### config.mk
export PLATFORM = sky130hd
export DESIGN_NAME = joystick_frame_axis_calibrator
export DESIGN_NICKNAME = d
export VERILOG_FILES = /design/src/hw/rtl/jfac_pkg.sv /design/src/hw/rtl/joystick_frame_axis_calibrator.sv
export VERILOG_INCLUDE_DIRS = /design/src /design/src/hw/rtl
export SDC_FILE = /design/constraint.sdc
export NUM_CORES = 1
export LEC_CHECK = 0
export ABC_CLOCK_PERIOD_IN_PS = 14160
export BUFFER_PORTS_ARGS = -buffer_cell sky130_fd_sc_hd__buf_2
export CORE_ASPECT_RATIO = 1.4
export CORE_MARGIN = 3
export CORE_UTILIZATION = 29
export CTS_CLUSTER_DIAMETER = 100
export CTS_CLUSTER_SIZE = 14
export DETAILED_ROUTE_END_ITERATION = 10
export HOLD_SLACK_MARGIN = 0.08
export REMOVE_ABC_BUFFERS = 1
export SLEW_MARGIN = 30
export SYNTH_ARGS = -nofsm -noshare
export SYNTH_HDL_FRONTEND = slang
export SYNTH_SLANG_ARGS = --single-unit
### constraint.sdc
create_clock -name clk -period 14.16 [get_ports clk]
set_clock_uncertainty 0.2 [all_clocks]
set_input_delay 0.708 -clock clk [delete_from_list [all_inputs] [get_ports clk]]
set_output_delay 0.708 -clock clk [all_outputs]
set_load 0.02 [all_outputs]
### src/hw/rtl/joystick_frame_axis_calibrator_macros.svh
// assertion macros for the joystick frame axis calibrator
// no dependencies; the synthesis build defines SYNTH to drop the checks
`ifndef JOYSTICK_FRAME_AXIS_CALIBRATOR_MACROS_SVH
`define JOYSTICK_FRAME_AXIS_CALIBRATOR_MACROS_SVH

`ifndef SYNTH

// same-cycle implication
`define JFAC_ASSERT_IMP(label, clk, rst, pre, post) \
  label: assert property (@(posedge clk) disable iff (rst) (pre) |-> (post)) \
    else $error("jfac assertion failed");

// next-cycle implication
`define JFAC_ASSERT_NXT(label, clk, rst, pre, post) \
  label: assert property (@(posedge clk) disable iff (rst) (pre) |=> (post)) \
    else $error("jfac assertion failed");

`else

`define JFAC_ASSERT_IMP(label, clk, rst, pre, post)
`define JFAC_ASSERT_NXT(label, clk, rst, pre, post)

`endif

`endif

### src/hw/rtl/jfac_pkg.sv
// shared types and constants for the joystick frame axis calibrator
// no dependencies
`timescale 1ns / 1ps

package jfac_pkg;

  // frame markers
  localparam logic [7:0] START_BYTE = 8'd255;
  localparam logic [7:0] STOP_BYTE  = 8'd254;

  // scaling constants
  localparam int unsigned NUM_W      = 15;           // |d| * 126 fits here
  localparam int unsigned DIV_STEPS  = NUM_W;        // one quotient bit per cycle
  localparam logic [NUM_W-1:0] MAX_SCALED = 15'd32130;
  localparam logic signed [15:0] SAT_HI = 16'sd127;
  localparam logic signed [15:0] SAT_LO = -16'sd128;

  // configuration register indexes
  typedef enum logic [2:0] {
    REG_X_MIN     = 3'd0,
    REG_X_ZERO    = 3'd1,
    REG_X_MAX     = 3'd2,
    REG_Y_MIN     = 3'd3,
    REG_Y_ZERO    = 3'd4,
    REG_Y_MAX     = 3'd5,
    REG_DEAD_ZONE = 3'd6
  } reg_index_t;

  // sequencer states
  typedef enum logic [2:0] {
    ST_IDLE,
    ST_SETUP,
    ST_DIV,
    ST_FIX,
    ST_APPLY,
    ST_LOAD
  } state_t;

endpackage

### src/hw/rtl/joystick_frame_axis_calibrator.sv
// joystick frame axis calibrator: frame detect, axis scaling, dead zone, hold
// depends on jfac_pkg and joystick_frame_axis_calibrator_macros.svh
`timescale 1ns / 1ps
`include "joystick_frame_axis_calibrator_macros.svh"

// Serial bytes enter one per request and slide through a five byte window.
// A STOP byte arriving while the oldest window byte is START completes a frame;
// the X and Y bytes are then scaled one after the other by a single shared
// restoring divider that makes one quotient bit per cycle. A byte that does not
// complete a frame does not stall the input. A completing byte keeps the input
// stalled while both axes run (per axis: setup, 15 divide steps, dead-zone fix
// and update), then through a load step that lasts while the previous result
// still waits on the output side. Held values and update flags come out as one
// result request per frame.
module joystick_frame_axis_calibrator import jfac_pkg::*; (
  input  logic              clk,
  input  logic              rst,
  // configuration write port
  input  logic              cfg_we,
  input  logic [2:0]        cfg_index,
  input  logic [14:0]       cfg_data,
  // byte input channel
  input  logic              in_valid,
  output logic              in_stall,
  input  logic [7:0]        rx_byte,
  // result channel
  output logic              out_valid,
  input  logic              out_stall,
  output logic signed [7:0] axis_x,
  output logic signed [7:0] axis_y,
  output logic              x_updated,
  output logic              y_updated
);

  // calibration registers
  logic [7:0]  x_min, x_zero, x_max, y_min, y_zero, y_max;
  logic [14:0] dead_zone;

  // frame window and per-axis state
  logic [7:0]         byte_window [5];
  logic signed [15:0] prev_axis [2];
  logic signed [7:0]  held_axis [2];
  logic [1:0]         upd_flag;

  // sequencer and divider datapath
  state_t             state, state_next;
  logic               axis;       // 0 = X, 1 = Y
  logic [3:0]         cnt;
  logic [NUM_W-1:0]   num;        // dividend, becomes quotient
  logic [7:0]         rem;
  logic [7:0]         den;
  logic               neg;
  logic               ok;
  logic signed [15:0] val;

  logic in_fire, frame_hit, out_free;

  assign in_stall  = (state != ST_IDLE);
  assign in_fire   = in_valid && !in_stall;
  assign frame_hit = (byte_window[0] == START_BYTE) && (rx_byte == STOP_BYTE);
  assign out_free  = !out_valid || !out_stall;

  // configuration writes, out-of-range indexes are ignored
  always_ff @(posedge clk) begin
    if (rst) begin
      x_min     <= 8'd0;
      x_zero    <= 8'd128;
      x_max     <= 8'd255;
      y_min     <= 8'd0;
      y_zero    <= 8'd128;
      y_max     <= 8'd255;
      dead_zone <= 15'd0;
    end else if (cfg_we) begin
      unique case (cfg_index)
        REG_X_MIN:     x_min     <= cfg_data[7:0];
        REG_X_ZERO:    x_zero    <= cfg_data[7:0];
        REG_X_MAX:     x_max     <= cfg_data[7:0];
        REG_Y_MIN:     y_min     <= cfg_data[7:0];
        REG_Y_ZERO:    y_zero    <= cfg_data[7:0];
        REG_Y_MAX:     y_max     <= cfg_data[7:0];
        REG_DEAD_ZONE: dead_zone <= cfg_data;
        default: ;
      endcase
    end
  end

  // sliding byte window
  always_ff @(posedge clk) begin
    if (rst) begin
      for (int i = 0; i < 5; i++) byte_window[i] <= 8'd0;
    end else if (in_fire) begin
      for (int i = 0; i < 4; i++) byte_window[i] <= byte_window[i+1];
      byte_window[4] <= rx_byte;
    end
  end

  // setup terms; after the shift X sits in slot 2 and Y in slot 3
  logic [7:0]        raw, lo, mid, hi;
  logic signed [8:0] d, span_pos, span_neg;
  logic [7:0]        abs_d;
  logic [NUM_W-1:0]  num_init;

  always_comb begin
    raw = axis ? byte_window[3] : byte_window[2];
    lo  = axis ? y_min  : x_min;
    mid = axis ? y_zero : x_zero;
    hi  = axis ? y_max  : x_max;
    d        = $signed({1'b0, raw}) - $signed({1'b0, mid});
    span_pos = $signed({1'b0, hi})  - $signed({1'b0, mid});
    span_neg = $signed({1'b0, mid}) - $signed({1'b0, lo});
    abs_d    = d[8] ? 8'(-d) : d[7:0];
    // |d| * 126 as a shift and subtract
    num_init = {abs_d, 7'd0} - {6'd0, abs_d, 1'b0};
  end

  // one restoring divide step
  logic [8:0] trial;
  logic       fits;
  assign trial = {rem, num[NUM_W-1]};
  assign fits  = (trial >= {1'b0, den});

  // dead zone on the magnitude
  logic [NUM_W-1:0] mag;
  always_comb begin
    mag = ok ? num : '0;
    if ((mag != '0) && (mag < dead_zone)) mag = '0;
  end

  // change test against the previous frame
  logic signed [16:0] diff;
  logic [16:0]        abs_diff;
  logic               upd;
  assign diff     = {val[15], val} - {prev_axis[axis][15], prev_axis[axis]};
  assign abs_diff = diff[16] ? 17'(-diff) : diff;
  assign upd      = (val != prev_axis[axis]) && (abs_diff >= {2'd0, dead_zone});

  function automatic logic signed [7:0] sat8(input logic signed [15:0] v);
    if (v > SAT_HI) return 8'sd127;
    if (v < SAT_LO) return -8'sd128;
    return v[7:0];
  endfunction

  // state register
  always_ff @(posedge clk) begin
    if (rst) state <= ST_IDLE;
    else     state <= state_next;
  end

  // next state
  always_comb begin
    state_next = state;
    unique case (state)
      ST_IDLE:  if (in_fire && frame_hit) state_next = ST_SETUP;
      ST_SETUP: state_next = ST_DIV;
      ST_DIV:   if (cnt == 4'(DIV_STEPS - 1)) state_next = ST_FIX;
      ST_FIX:   state_next = ST_APPLY;
      ST_APPLY: state_next = axis ? ST_LOAD : ST_SETUP;
      ST_LOAD:  if (out_free) state_next = ST_IDLE;
      default:  state_next = ST_IDLE;
    endcase
  end

  // sequencer control and axis state
  always_ff @(posedge clk) begin
    if (rst) begin
      axis         <= 1'b0;
      cnt          <= 4'd0;
      prev_axis[0] <= 16'sd0;
      prev_axis[1] <= 16'sd0;
      held_axis[0] <= 8'sd0;
      held_axis[1] <= 8'sd0;
      upd_flag     <= 2'b00;
    end else begin
      unique case (state)
        ST_IDLE:  axis <= 1'b0;
        ST_SETUP: cnt  <= 4'd0;
        ST_DIV:   cnt  <= cnt + 4'd1;
        ST_APPLY: begin
          prev_axis[axis] <= val;
          upd_flag[axis]  <= upd;
          if (upd) held_axis[axis] <= sat8(val);
          axis <= 1'b1;
        end
        default: ;
      endcase
    end
  end

  // divider datapath
  always_ff @(posedge clk) begin
    unique case (state)
      ST_SETUP: begin
        rem <= 8'd0;
        num <= num_init;
        neg <= d[8];
        if (!d[8] && (d != 9'sd0) && (span_pos > 9'sd0)) begin
          ok  <= 1'b1;
          den <= span_pos[7:0];
        end else if (d[8] && (span_neg > 9'sd0)) begin
          ok  <= 1'b1;
          den <= span_neg[7:0];
        end else begin
          ok  <= 1'b0;
          den <= 8'd1;
        end
      end
      ST_DIV: begin
        rem <= fits ? 8'(trial - {1'b0, den}) : trial[7:0];
        num <= {num[NUM_W-2:0], fits};
      end
      ST_FIX: val <= neg ? -$signed({1'b0, mag}) : $signed({1'b0, mag});
      default: ;
    endcase
  end

  // result register
  always_ff @(posedge clk) begin
    if (rst) begin
      out_valid <= 1'b0;
    end else if (state == ST_LOAD && out_free) begin
      out_valid <= 1'b1;
    end else if (!out_stall) begin
      out_valid <= 1'b0;
    end
  end

  always_ff @(posedge clk) begin
    if (state == ST_LOAD && out_free) begin
      axis_x    <= held_axis[0];
      axis_y    <= held_axis[1];
      x_updated <= upd_flag[0];
      y_updated <= upd_flag[1];
    end
  end

  // a completed frame starts the X axis
  `JFAC_ASSERT_NXT(a_frame_starts_x, clk, rst, in_fire && frame_hit, state == ST_SETUP && !axis)
  // a new result only comes from the load step
  `JFAC_ASSERT_IMP(a_result_from_load, clk, rst, $rose(out_valid), $past(state) == ST_LOAD)
  // quotient never exceeds the largest scaled value
  `JFAC_ASSERT_IMP(a_quot_range, clk, rst, state == ST_FIX && ok, num <= MAX_SCALED)
  // the divider runs its full step count before the fix step
  `JFAC_ASSERT_IMP(a_div_len, clk, rst, state == ST_FIX, cnt == 4'(DIV_STEPS))

endmodule
Word level (Yosys, flattened, before mapping):

Memories as Yosys holds them, arrays and structs flattened. A register that Yosys moved wholly into a read port is not among the register bits.
Index checks and enable logic that the tools add are counted.

* flip-flop bits (word level): 125
* latch bits: 0
* memory bits (writable): 88
* memory bits (read-only): 0
* bits of input ports: 31
* output and inout port bits: 20
* word-level logic and storage cells: 167
* memories: 3

Memory list
* byte_window: words 5, bits a word 8, rd ports 5, clocked after memory_dff 0, wr ports 5, line joystick_frame_axis_calibrator.sv:40 `logic [7:0] byte_window [5];`
* prev_axis: words 2, bits a word 16, rd ports 1, clocked after memory_dff 1, wr ports 2, line joystick_frame_axis_calibrator.sv:41 `logic signed [15:0] prev_axis [2];`
* held_axis: words 2, bits a word 8, rd ports 2, clocked after memory_dff 2, wr ports 2, line joystick_frame_axis_calibrator.sv:42 `logic signed [7:0] held_axis [2];`

* add/sub/neg operators: 10
* $mul: 0
* divide/modulo/power cells: 0
* $lt $le $gt $ge: 9
* equality and inequality tests: 19
* shift-type cells: 0
* mux-type cells: 68
* bitwise operators: 5
* reduce and logical (&&, ||, !) cells: 32

Operators with widths (number)
* $mux 8: 21
* $mux 15: 3
* $mux 1: 31
* $pmux 15 s2: 1
* $sub 8x8->9: 3
* $gt 9x1->1 const B: 2
* $pmux 3 s6: 1
* $ge 17x15->1: 1
* $mux 17: 1
* $neg 17->17: 1
* $sub 16x16->17: 1
* $eq 8x8->1 const B: 2
* $gt 16x8->1 const B: 1
* $lt 16x8->1 const B: 1
* $mux 16: 1
* $ne 16x16->1: 1
* $neg 15->16: 1
* $pmux 8 s2: 1
* $reduce_or 16->1: 1
* $eq 3x3->1 const B: 5
* $lt 15x15->1: 1
* $reduce_bool 15->1: 1
* $sub 15x9->15: 1
* $reduce_and 2->1: 7
* 26 further kinds: 53

Depth between registers and ports, before layout:

* depth after elaboration: 18
* depth in mapped cells: 23
* depth with buffers taken out: 19

Worst setup path before layout:

OpenSTA, ideal clock, no wires.

* kind: flip-flop to flip-flop
* start point: register with a tool-made name
* end point: memory held_axis[0][4], data pin
* setup time: 0.277 ns
* arrival time: 5.274 ns
* data required time: 13.683 ns
* setup slack: 8.409 ns
* cell stages (with the launch flop): 22
* path buffers: 4
* period minus slack after synthesis: 5.751 ns
* path through: dfxtp_1 clkbuf_1 clkbuf_1 mux2i_1 ha_1 buf_6 a21o_1 a31o_1 o311a_1 mux2i_2 or4b_4 o31a_1 xnor2_1 ha_1 nand4_1 nor3_1 a21o_1 a2111oi_0 mux2i_1 o211ai_2 buf_2 a211oi_1

RTL lines (line)
* end, declared: joystick_frame_axis_calibrator.sv:42

==> results_dict.tcl <==
set metrics [dict create \
    initial_core_util_pct 29.6 \
    leakagePower_nw 5.62 \
    r2r_slack_ns 7.37 \
    min_to "axis_y[2]" \
    antenna_found_initial 0 \
    dp_cells 2050 \
    yosysSeqAreaShare_pct 44.9 \
    swShare_pct 26.6 \
    overflow 0 \
    post-route-period-util_pct 48.0 \
    die_area_mm2 0.0499 \
    slew_headroom_pct 34.2 \
    cts.path.max_buffers 3 \
    synth_flop_cell "edfxtp_1" \
    syn_area_per_cell_um2 9.61 \
    fillers 4892 \
    rsz0062_at_grt "no" \
    vias_per_cell 5.09 \
    finalHoldViolations 0 \
    fin_setup_tns_ns 0 \
    track_usage_pct 14.3 \
    synth-edff-count 155 \
    grt_max_degree 46 \
    ys_async_sr_fraction_pct 0 \
    crit_fanout 16 \
    cts_root_buf "clkbuf_16" \
    cts_tree "built" \
    comb_power_share_pct 16.1 \
    yosysWarnings 0 \
    grt_first_pass_wirelength_mm 57.5 \
    synthDistinctLibCells 73 \
    instances_no_fill 2083 \
    synth_cells 1426 \
    vias 10600 \
    postCtsSetupBuffers 0 \
    dp_hpwl_mm 28.0 \
    die_h_um 263 \
    p_switching_mw 0.406 \
    whs_path_depth 0 \
    portBuffers 50 \
    min_from "held_axis[1][2]" \
    final_common_cell "nand2_1" \
    route.detailed.drc 0 \
    gp_congestion 0.921 \
    intPower_mw 1.12 \
    max_freq_mhz 147 \
    ir_drop_mv 0.0966 \
    status "finished clean" \
    antennaDiodeCount 0 \
    cp-end-kind "flip-flop" \
    synth_area_leaders "edfxtp_1 34%, dfxtp_1 11%, ha_1 7.8%" \
    postLayoutCellArea_mm2 0.0152 \
    cp_cell_sequence "mux2_2, ha_1, fa_1, nand2b_1, a211oi_1, o211ai_2, and2b_2, xnor2_1, or4b_4, o31a_1, xnor2_1, ha_1, nand4_1, nor3_1, a21o_1, a211oi_1, o311ai_2, nand4bb_1, a211oi_1" \
    mostFrequentLayoutCells "183 x nand2_1, 155 x edfxtp_1, 108 x a21oi_1" \
    synth.top_cell.area_share_pct 34.0 \
    slew_violations 0 \
    clkPwrFrac_pct 35.0 \
    syn_to_final_growth_pct 11.1 \
    cts_resized 0 \
    placed_area_mm2 0.0146 \
    crit_required_ns 14.28 \
    grt_pass1_vias 10400 \
    cts_max_level 1 \
    hold_path.class "reg2reg" \
    rows 93 \
    crit_path_max_incr_delay_ns 0.95 \
    rr_worst_depth 19 \
    drive_gt1_share_pct 8.73 \
    cts_buffers 20 \
    drv_cap 0 \
    cp_slowest_cell "dfxtp_1" \
    wl_per_cell_um 17.5 \
    yosys_register_bits 230 \
    cts_hold_buf 0 \
    reg2reg_to "held_axis[1][3]" \
    worst_slew_pin_slew_ns 0.979 \
    syn_area_mm2 0.0137 \
    nets 1576 \
    die_w_um 190 \
    path_class "reg2reg" \
    clk_transition_reported_paths_ns 0.07 \
    arrival_ns 6.91 \
    yosysTopAreaCell "edfxtp_1" \
    power_frac_seq_pct 48.9 \
    min_period_ns 6.79 \
    drt.antenna.violating_nets 0 \
    drt-total-wl_mm 36.5 \
    power.density_mw_per_mm2 100 \
    cts.sinks 230 \
    ioPinCount 51 \
    drt_iter0_drc 493 \
    timing.critical_path.mode_cell "a211oi_1" \
    clock_latency_ns 0.52 \
    dr.pass1.iters 6 \
    startpoint_type "flip-flop" \
    setup_viol 0 \
    coreArea_mm2 0.0463 \
]
[area by class of cell]
type                    instances  area [um^2]  share of cell area, %
well taps                     617          772                   5.07
inverters                      70          263                   1.73
flip-flops and latches        230         6160                   40.4
clock inverters                 1         16.3                  0.107
clock buffers                  32          587                   3.86
repair buffers                 59          318                   2.09
multi-input cells            1074         7110                   46.7
[worst max-delay path: cells and delay by family (launching register included)]
kind                       cells  cell delay, ns
AOI/OAI and AO/OA              7            1.70
DFF                            1            0.95
muxes                          1            0.42
and+or+nand+nor                6            2.05
adders and majority gates      3            0.97
xor gates and xnor gates       2            0.29
[flip-flops by register name, summed over array words and instances, names as in the netlist, 15 cells and up, named ones only]
register / flops
byte_window: 40
prev_axis: 32
held_axis: 16
val: 16
dead_zone: 15
num: 15
[metal layers]
layer / GRT usage (%) / wire, um / vias to the layer above
met5: 0 / 0 / -
met4: 6.90 / 1990 / 0
met3: 1.59 / 1420 / 91
met2: 26.5 / 18800 / 266
met1: 16.2 / 14300 / 5012
li1: - / - / 5231
[cell usage after synthesis, drive strengths merged (4+ instances only)]
cell type and n:
edfxtp 155, o211ai 11, o22ai 7, clkbuf 41
nand3 59, a21boi 4, and2 83, mux2i 36
o21ai 62, nor3 25, inv 70, xnor2 37
o21a 10, a21o 23, or2 8, or3 7
o311ai 4, xor2 19, fa 5, o2111ai 5
or4 7, ha 85, a211o 6, nand3b 6
a31oi 4, and3 5, o21bai 4, o311a 4
o31a 7, nor2 80, a211oi 29, nand4 20
dfxtp 75, o31ai 15, nor3b 5, a21oi 109
buf 11, mux2 16, nand2 183, nor2b 19
a22o 4, nand2b 22, a2111oi 4, nor4 11
[kinds of logic (layout without fill, tap and decap cells)]
group	Yosys count	after routing	share of synthesized area, %
and+or+nand+nor	549	549	19.9
xor gates and xnor gates	56	56	3.63
buffers and inverters	122	162	3.54
AOI/OAI and AO/OA	327	327	15.6
muxes	52	52	3.97
DFF	230	230	44.9
adders and majority gates	90	90	8.49
[stage by stage]
stage                     power [mW]  worst slack, ns  hold WS, ns  utilization [%]
after floorplan                0.933             8.27        0.200                -
after global placement          1.00             7.60        0.212             31.5
after detailed placement        1.00             7.47        0.205             31.6
after CTS                       1.54             7.40        0.220             32.9
after global routing            1.59             6.92        0.224             32.9
final                           1.52             7.37        0.219             32.9
[power groups by stage]
stage               clock, mW  combinational [mW]  sequential [mW]
floorplan                   0               0.175            0.758
global placement            0               0.240            0.760
detailed placement          0               0.243            0.760
CTS                     0.550               0.245            0.745
global route            0.572               0.274            0.747
finish                  0.533               0.245            0.745
[worst max-delay path by stage]
stage | from | cells past startpoint | slack, ns | endpoint
final | flip-flop | 19 | 7.37 | held_axis[1][3]
after global routing | flip-flop | 19 | 6.92 | held_axis[1][3]
after CTS | flip-flop | 19 | 7.40 | held_axis[0][6]
after detailed placement | flip-flop | 19 | 7.47 | held_axis[0][6]
after global placement | flip-flop | 19 | 7.60 | held_axis[1][2]
after floorplan | flip-flop | 19 | 8.27 | held_axis[1][0]
Power figures use the tool's default switching activity.
